## src/hdl/fre_pkg.sv

```systemverilog
package fre_pkg;

    // symbol space and ring limits
    localparam int SYMBOL_SPACE = 128;
    localparam int SYM_W = $clog2(SYMBOL_SPACE);
    localparam int MAX_WORD_LEN_DEF = 64;

    localparam logic [7:0] FIRST_PRINTABLE = 8'h20;
    localparam logic [7:0] LAST_PRINTABLE = 8'h7E;
    localparam logic [SYM_W-1:0] LEN_MAX = 7'd127;
    localparam logic [6:0] DIFF_MAX = 7'd127;
    localparam logic [12:0] SUM_MAX = 13'd8191;
    localparam logic [18:0] DIST_MAX = 19'h7FFFF;

    // command codes
    localparam logic [1:0] CMD_CLEAR = 2'd0;
    localparam logic [1:0] CMD_APPEND = 2'd1;
    localparam logic [1:0] CMD_PAIR = 2'd2;

    // status codes
    localparam logic [1:0] ST_OK = 2'd0;
    localparam logic [1:0] ST_IGNORED = 2'd1;
    localparam logic [1:0] ST_NOT_IN = 2'd2;
    localparam logic [1:0] ST_TOO_LONG = 2'd3;

    // pair request from the ring logic to the word accumulators
    typedef struct packed {
        logic upd;
        logic fin;
        logic same;
        logic both_in;
        logic [SYM_W-1:0] pa;
        logic [SYM_W-1:0] pb;
        logic [SYM_W-1:0] len;
    } pair_req_t;

    // word accumulator status back to the top level
    typedef struct packed {
        logic [1:0] status;
        logic [6:0] steps;
        logic [6:0] diff;
        logic [12:0] sum;
        logic err;
        logic [18:0] distance;
    } word_stat_t;

    function automatic logic printable(input logic [7:0] s);
        printable = (s >= FIRST_PRINTABLE) && (s <= LAST_PRINTABLE);
    endfunction

endpackage

```

## src/hdl/flap_ring_distance_engine.sv

```systemverilog
// flap ring distance engine
//
// input channel (in_valid/in_ready) carries one command per transfer:
// cmd, symbol_a, symbol_b and last_pair. clear empties the ring, append
// adds a printable symbol at the next ring slot, pair compares the
// current and target symbols and accumulates flap steps for the word.
// output channel (out_valid/out_ready) returns exactly one result per
// command; on the last pair of a word it carries the word distance and
// the word accumulators are cleared afterwards.
// the command is captured at the transfer and worked in the calc state;
// the output state loads the registered result. no new command is taken
// before that load, so the ring slot memory read and the accumulate stage
// are worked through in turn. the ring slots live in a 128-entry memory
// with a registered read; the membership bits sit in flops, cleared at once.
// reset clears the ring, the accumulators and the output valid at once.
// when the receiver stalls, the finished result waits in the output stage
// and no new command is taken until it has been loaded into the output
// register.
module flap_ring_distance_engine
    import fre_pkg::*;
#(
    parameter int MAX_WORD_LEN = MAX_WORD_LEN_DEF
) (
    input  logic        clk,
    input  logic        rst_n,
    input  logic        in_valid,
    output logic        in_ready,
    input  logic [1:0]  cmd,
    input  logic [7:0]  symbol_a,
    input  logic [7:0]  symbol_b,
    input  logic        last_pair,
    output logic        out_valid,
    input  logic        out_ready,
    output logic [1:0]  status,
    output logic [6:0]  alphabet_size,
    output logic [6:0]  symbol_steps,
    output logic [6:0]  differing_count,
    output logic [12:0] step_sum,
    output logic [18:0] word_distance,
    output logic        word_done,
    output logic        word_error
);

    localparam logic [1:0] S_IDLE = 2'd0;
    localparam logic [1:0] S_CALC = 2'd1;
    localparam logic [1:0] S_OUT = 2'd2;

    logic [1:0]              state_reg, state_next;
    logic [SYMBOL_SPACE-1:0] member_reg, member_next;
    logic [SYM_W-1:0]        len_reg, len_next;
    logic [1:0]              op_status_reg, op_status_next;

    logic [1:0]              cmd_reg;
    logic [7:0]              a_reg;
    logic [7:0]              b_reg;
    logic                    last_reg;

    logic                    in_xfer;
    logic                    load;
    logic                    is_pair;
    logic                    done;
    logic                    append_ok;
    logic                    a_in;
    logic                    b_in;
    logic                    ram_we;
    logic [SYM_W-1:0]        pa;
    logic [SYM_W-1:0]        pb;
    pair_req_t               req;
    word_stat_t              stat;

    logic                    out_valid_reg;
    logic [1:0]              status_reg;
    logic [6:0]              size_reg;
    logic [6:0]              steps_reg;
    logic [6:0]              diff_reg;
    logic [12:0]             sum_reg;
    logic [18:0]             dist_reg;
    logic                    done_reg;
    logic                    err_reg;

    assign in_ready = (state_reg == S_IDLE);
    assign in_xfer = in_valid && in_ready;
    assign load = (state_reg == S_OUT) && (!out_valid_reg || out_ready);
    assign is_pair = (cmd_reg == CMD_PAIR);
    assign done = is_pair && last_reg;

    // capture the command on transfer
    always_ff @(posedge clk)
    begin
        if (in_xfer)
        begin
            cmd_reg <= cmd;
            a_reg <= symbol_a;
            b_reg <= symbol_b;
            last_reg <= last_pair;
        end
    end

    // ring slot memory, read at the transfer, used in the calc stage
    fre_ram #(
        .WIDTH(SYM_W),
        .DEPTH(SYMBOL_SPACE)
    ) u_ring_ram (
        .clk    (clk),
        .we     (ram_we),
        .waddr  (a_reg[SYM_W-1:0]),
        .wdata  (len_reg),
        .raddr0 (symbol_a[SYM_W-1:0]),
        .raddr1 (symbol_b[SYM_W-1:0]),
        .rdata0 (pa),
        .rdata1 (pb)
    );

    // membership lookups
    assign a_in = printable(a_reg) && member_reg[a_reg[SYM_W-1:0]];
    assign b_in = printable(b_reg) && member_reg[b_reg[SYM_W-1:0]];
    assign append_ok = printable(a_reg) && !member_reg[a_reg[SYM_W-1:0]]
                     && (len_reg != LEN_MAX);
    assign ram_we = (state_reg == S_CALC) && (cmd_reg == CMD_APPEND) && append_ok;

    // ring update and sequencing
    always_comb
    begin
        state_next = state_reg;
        member_next = member_reg;
        len_next = len_reg;
        op_status_next = op_status_reg;
        case (state_reg)
            S_IDLE:
            begin
                if (in_xfer)
                begin
                    state_next = S_CALC;
                end
            end
            S_CALC:
            begin
                state_next = S_OUT;
                op_status_next = ST_OK;
                case (cmd_reg)
                    CMD_CLEAR:
                    begin
                        member_next = '0;
                        len_next = '0;
                    end
                    CMD_APPEND:
                    begin
                        if (append_ok)
                        begin
                            member_next[a_reg[SYM_W-1:0]] = 1'b1;
                            len_next = len_reg + SYM_W'(1);
                        end
                        else
                        begin
                            op_status_next = ST_IGNORED;
                        end
                    end
                    CMD_PAIR:
                    begin
                        op_status_next = ST_OK;
                    end
                    default:
                    begin
                        op_status_next = ST_IGNORED;
                    end
                endcase
            end
            S_OUT:
            begin
                if (load)
                begin
                    state_next = S_IDLE;
                end
            end
            default:
            begin
                state_next = S_IDLE;
            end
        endcase
    end

    always_ff @(posedge clk or negedge rst_n)
    begin
        if (!rst_n)
        begin
            state_reg <= S_IDLE;
            member_reg <= '0;
            len_reg <= '0;
            op_status_reg <= ST_OK;
        end
        else
        begin
            state_reg <= state_next;
            member_reg <= member_next;
            len_reg <= len_next;
            op_status_reg <= op_status_next;
        end
    end

    // word accumulators
    always_comb
    begin
        req.upd = (state_reg == S_CALC) && is_pair;
        req.fin = load && done;
        req.same = (a_reg == b_reg);
        req.both_in = a_in && b_in;
        req.pa = pa;
        req.pb = pb;
        req.len = len_reg;
    end

    fre_word #(
        .MAX_WORD_LEN(MAX_WORD_LEN)
    ) u_word (
        .clk   (clk),
        .rst_n (rst_n),
        .req   (req),
        .stat  (stat)
    );

    // output register
    always_ff @(posedge clk or negedge rst_n)
    begin
        if (!rst_n)
        begin
            out_valid_reg <= 1'b0;
        end
        else if (load)
        begin
            out_valid_reg <= 1'b1;
        end
        else if (out_ready)
        begin
            out_valid_reg <= 1'b0;
        end
    end

    always_ff @(posedge clk)
    begin
        if (load)
        begin
            status_reg <= is_pair ? stat.status : op_status_reg;
            size_reg <= len_reg;
            steps_reg <= is_pair ? stat.steps : 7'd0;
            diff_reg <= stat.diff;
            sum_reg <= stat.sum;
            dist_reg <= done ? stat.distance : 19'd0;
            done_reg <= done;
            err_reg <= stat.err;
        end
    end

    assign out_valid = out_valid_reg;
    assign status = status_reg;
    assign alphabet_size = size_reg;
    assign symbol_steps = steps_reg;
    assign differing_count = diff_reg;
    assign step_sum = sum_reg;
    assign word_distance = dist_reg;
    assign word_done = done_reg;
    assign word_error = err_reg;

endmodule

```

## src/hdl/fre_ram.sv

```systemverilog
module fre_ram #(
    parameter int WIDTH = 7,
    parameter int DEPTH = 128
) (
    input  logic                     clk,
    input  logic                     we,
    input  logic [$clog2(DEPTH)-1:0] waddr,
    input  logic [WIDTH-1:0]         wdata,
    input  logic [$clog2(DEPTH)-1:0] raddr0,
    input  logic [$clog2(DEPTH)-1:0] raddr1,
    output logic [WIDTH-1:0]         rdata0,
    output logic [WIDTH-1:0]         rdata1
);

    logic [WIDTH-1:0] mem [DEPTH];

    // one write port, two registered read ports
    always_ff @(posedge clk)
    begin
        if (we)
        begin
            mem[waddr] <= wdata;
        end
        rdata0 <= mem[raddr0];
        rdata1 <= mem[raddr1];
    end

endmodule

```

## src/hdl/fre_word.sv

```systemverilog
module fre_word
    import fre_pkg::*;
#(
    parameter int MAX_WORD_LEN = MAX_WORD_LEN_DEF
) (
    input  logic       clk,
    input  logic       rst_n,
    input  pair_req_t  req,
    output word_stat_t stat
);

    localparam int PAIR_W = $clog2(MAX_WORD_LEN + 2);

    logic [12:0]       sum_reg, sum_next;
    logic [6:0]        diff_reg, diff_next;
    logic              err_reg, err_next;
    logic [PAIR_W-1:0] pairs_reg, pairs_next;
    logic [6:0]        steps_reg, steps_next;
    logic [1:0]        status_reg, status_next;

    logic              too_long;
    logic [SYM_W:0]    wrap;
    logic [6:0]        steps_calc;
    logic [13:0]       sum_add;
    logic [19:0]       prod;

    // forward flap steps between the two ring slots
    assign wrap = ({1'b0, req.pb} >= {1'b0, req.pa})
                ? ({1'b0, req.pb} - {1'b0, req.pa})
                : ({1'b0, req.pb} + {1'b0, req.len} - {1'b0, req.pa});
    assign steps_calc = wrap[6:0];
    assign sum_add = {1'b0, sum_reg} + {7'd0, steps_calc};
    assign too_long = pairs_reg >= PAIR_W'(MAX_WORD_LEN);

    // accumulator update
    always_comb
    begin
        sum_next = sum_reg;
        diff_next = diff_reg;
        err_next = err_reg;
        pairs_next = pairs_reg;
        steps_next = steps_reg;
        status_next = status_reg;
        if (req.fin)
        begin
            sum_next = '0;
            diff_next = '0;
            err_next = 1'b0;
            pairs_next = '0;
        end
        else if (req.upd)
        begin
            steps_next = '0;
            status_next = ST_OK;
            if (pairs_reg <= PAIR_W'(MAX_WORD_LEN))
            begin
                pairs_next = pairs_reg + PAIR_W'(1);
            end
            if (too_long)
            begin
                err_next = 1'b1;
                status_next = ST_TOO_LONG;
            end
            else if (!req.same)
            begin
                if (!req.both_in)
                begin
                    err_next = 1'b1;
                    status_next = ST_NOT_IN;
                end
                else
                begin
                    steps_next = steps_calc;
                    sum_next = (sum_add > {1'b0, SUM_MAX}) ? SUM_MAX : sum_add[12:0];
                    if (diff_reg != DIFF_MAX)
                    begin
                        diff_next = diff_reg + 7'd1;
                    end
                end
            end
        end
    end

    always_ff @(posedge clk or negedge rst_n)
    begin
        if (!rst_n)
        begin
            sum_reg <= '0;
            diff_reg <= '0;
            err_reg <= 1'b0;
            pairs_reg <= '0;
        end
        else
        begin
            sum_reg <= sum_next;
            diff_reg <= diff_next;
            err_reg <= err_next;
            pairs_reg <= pairs_next;
        end
    end

    // per-pair result, no reset needed
    always_ff @(posedge clk)
    begin
        steps_reg <= steps_next;
        status_reg <= status_next;
    end

    // word distance from the settled accumulators
    assign prod = {13'd0, diff_reg} * {7'd0, sum_reg};

    always_comb
    begin
        stat.status = status_reg;
        stat.steps = steps_reg;
        stat.diff = diff_reg;
        stat.sum = sum_reg;
        stat.err = err_reg;
        stat.distance = (prod > {1'b0, DIST_MAX}) ? DIST_MAX : prod[18:0];
    end

endmodule
```

## config.mk

```make
export PLATFORM = sky130hd
export DESIGN_NAME = flap_ring_distance_engine
export DESIGN_NICKNAME = d
export VERILOG_FILES = /design/src/hdl/fre_pkg.sv /design/src/hdl/flap_ring_distance_engine.sv /design/src/hdl/fre_ram.sv /design/src/hdl/fre_word.sv
export SDC_FILE = /design/constraint.sdc
export NUM_CORES = 2
export LEC_CHECK = 0
export BUFFER_PORTS_ARGS = -buffer_cell sky130_fd_sc_hd__buf_4
export CORE_MARGIN = 3
export CORE_UTILIZATION = 40
export CTS_BUF_LIST = sky130_fd_sc_hd__clkbuf_8
export DETAILED_ROUTE_END_ITERATION = 16
export SLEW_MARGIN = 20
export SYNTH_ARGS = -nofsm -noshare
export SYNTH_HDL_FRONTEND = slang
export SYNTH_SLANG_ARGS = --single-unit
export TNS_END_PERCENT = 20
```

## constraint.sdc

```tcl
create_clock -name clk -period 15.8 [get_ports clk]
set_input_delay 3.95 -clock clk [delete_from_list [all_inputs] [get_ports clk]]
set_output_delay 3.95 -clock clk [all_outputs]
set_load 0.03 [all_outputs]
```

==> results.md <==
- Clk sinks: 1162
- CTS clk-pin slew, worst paths: 0.06 ns
- Rel. slew slack: 20.86%
- Drt pass-1 iters: 6
- Syn Inst Count: 3262
- Die width: 385.8 um
- # setup viols final: 0
- Crit path launch type: input port
- Setup bufs post-CTS: 0
- FF-to-FF path depth: 11
- Synth async-reset ratio: 14.37%
- Fill cells: 12400
- VDD IR max: 0.08970 mV
- Critical Path End Type: flip-flop
- PwrDens: 127.4 nW/um^2
- M1 WL: 63260 um
- Drt total wl: 154100 um
- Final min period: 7.277 ns
- DR vias: 33380
- Clock Path Buffers: 3
- Worst Path Max Fanout: 68
- Num CTS Buffers: 193
- Highest metal used: met5
- CTS Root Cell: clkbuf_8
- Multi-input logic area: 23400 sq um
- Lkg Pwr: 23.76 nW
- Post-CTS Resized: 0
- CTS tree: done
- Vias in the first global route: 34040
- Synth Flop Type: edfxtp_1
- Initial core utilization: 40.51%
- Ports: 82
- Critical path data arrival time: 8.09 ns
- DRC errors left: 0
- Core area: 142400 sq um
- Setup Crit Path Kind: in2reg
- Clk_lat worst skew: 0.94 ns
- Hold Path Depth: 0
- Sequential cell area: 33940 sq um
- Final worst path period share: 46.06%
- Yosys warns: 0
- All-Layer GR Usage: 21.03%
- Util after Layout: 45.81%
- Syn Std Cell Area: 57710 sq um
- H-tree depth: 4
- Full die area: 148900 sq um
- Fmax: 137.4 MHz
- Routed WL per cell: 27.15 um
- Port Buffers: 81
- Num rows: 138
- First-pass GRT wire length: 229100 um
- Most frequent cells in the layout: edfxtp_1 (981), mux4_2 (635), conb_1 (231)
- GPL Wtd Cong: 0.8239
- GRT overflow: 0
- Final Max Slew Viols: 0
- Max reg flops: 896
- HPWL after DPL: 94080 um
- Most common cell after layout, fill and taps aside: edfxtp_1
- Hold WC Path Type: reg2reg
- Syn avg cell area: 17.69 sq um
- Unrepaired setup endpoints after global routing: false
- Drt via density: 5.879
- Post-synth EDFFs: 981
- Hold Fails Final Rpt: 0
- Pin count of the biggest net entering global routing: 117
- Register bit total from synthesis: 1162
- Total length of routed met2 wires: 73120 um
- Met3 routed wirelength: 13130 um
- Antenna Nets Post-Route: 0
- Synth cell types: 77
- Antenna violations before repair: 9
- Area Growth Syn to Fin: 13.08%
- Fin Setup TNS: 0 ns
- Die Ht: 385.8 um
- WP data required: 16.61 ns
- Clk_skew: 0.05584 ns
- Launch point of the worst hold path: u_word.err_reg
- Worst-Margin Slew: 1.183 ns
- Post-layout nets: 3777
- Hold Buf Count CTS: 0
- Max Cap Viol: 0
- Outcome: completed
- DRT iter0 DRCs: 3285
- Seq/Total Area, Yosys: 58.77%
- Worst r2r src: a_reg[2]
- Layout cell share with drive strength beyond 1: 30.79%
- Worst setup path start: symbol_b[1]
-- area by class of cell --
| type | instances | area share (%) |
|---|---|---|
| sequential | 1162 | 52.01 |
| multi-input combinational | 1958 | 35.86 |
| clock buffer | 202 | 4.260 |
| tap | 1890 | 3.624 |
| timing repair buffer | 192 | 2.333 |
| clock inverter | 147 | 1.181 |
| inverter | 123 | 0.7075 |
| antenna | 4 | 0.01534 |
-- through the flow --
| step | power (W) | area (sq um) | setup WS [ns] | cells | hold WS [ns] |
|---|---|---|---|---|---|
| finish | 0.008316 | 65260 | 8.523 | 5678 | 0.4600 |
| global route | 0.008795 | 65250 | 8.219 | 5676 | 0.4892 |
| CTS | 0.008398 | 65170 | 8.450 | 5672 | 0.4743 |
| detailed placement | 0.005886 | 61620 | 7.418 | 5323 | 0.4332 |
| global placement | 0.005866 | 61610 | 7.421 | 5323 | 0.4462 |
| floorplan | 0.005308 | 58570 | 7.431 | 3492 | 0.4231 |
-- routing by layer --
layer | GRT usage [%] | vias up
li1 | - | 13900
met1 | 29.15 | 17830
met2 | 32.96 | 1373
met3 | 4.764 | 281
met4 | 7.006 | 2
met5 | 0 | -
-- Yosys cell counts (15+ instances only) --
cell,number,area (sq um)
inv_1,122,457.9
dfrtp_1,167,4179
mux2i_1,35,350.3
mux2_2,21,236.5
clkbuf_1,150,563.0
mux4_2,635,14300
xnor2_1,30,262.8
nor4_1,46,287.8
nor3_1,32,160.2
o21ai_0,51,255.2
o21ai_1,24,120.1
nor2_1,84,315.3
edfxtp_1,981,29460
nand2b_1,18,112.6
buf_2,29,145.1
o31ai_1,26,195.2
buf_1,55,206.5
nor2b_1,15,93.84
a21oi_1,53,265.3
fa_1,62,1241
ha_1,62,775.7
nand3_1,39,195.2
and2_1,113,706.9
nand2_1,167,626.9
a32o_1,33,330.3
nand4_1,15,93.84
-- power breakdown --
group,switching [W],internal (W),leakage [nW]
sequential,0.000232,0.00367,12.3
clock,0.00126,0.00124,2.07
combinational,0.00113,0.000785,9.39
-- logic make-up after synthesis --
family / share of synthesized area (%)
and+or+nand+nor: 5.121
other: 0.006498
muxes: 25.89
AOI/OAI and AO/OA: 3.445
buffers and inverters: 2.606
DFF: 58.77
xor gates and xnor gates: 0.6678
adders and majority gates: 3.495
-- worst paths after layout --
kind,end,slack [ns]
worst max-delay path,u_ring_ram.rdata1[2],8.52
worst min-delay path,word_error,0.46
worst max register to register,u_ring_ram.mem[45][6],9.42
worst min register to register,word_error,0.46
max in group asynchronous,len_reg[0],10.98
min in group asynchronous,member_reg[113],3.13
-- critical path, cell delays in order --
cell,delay (ns)
buf_8,0.46
buf_4,0.88
buf_4,0.87
mux4_2,0.41
mux4_2,0.55
mux4_2,0.49
mux2_2,0.27
No activity file was read; power rests on OpenSTA's default activity.
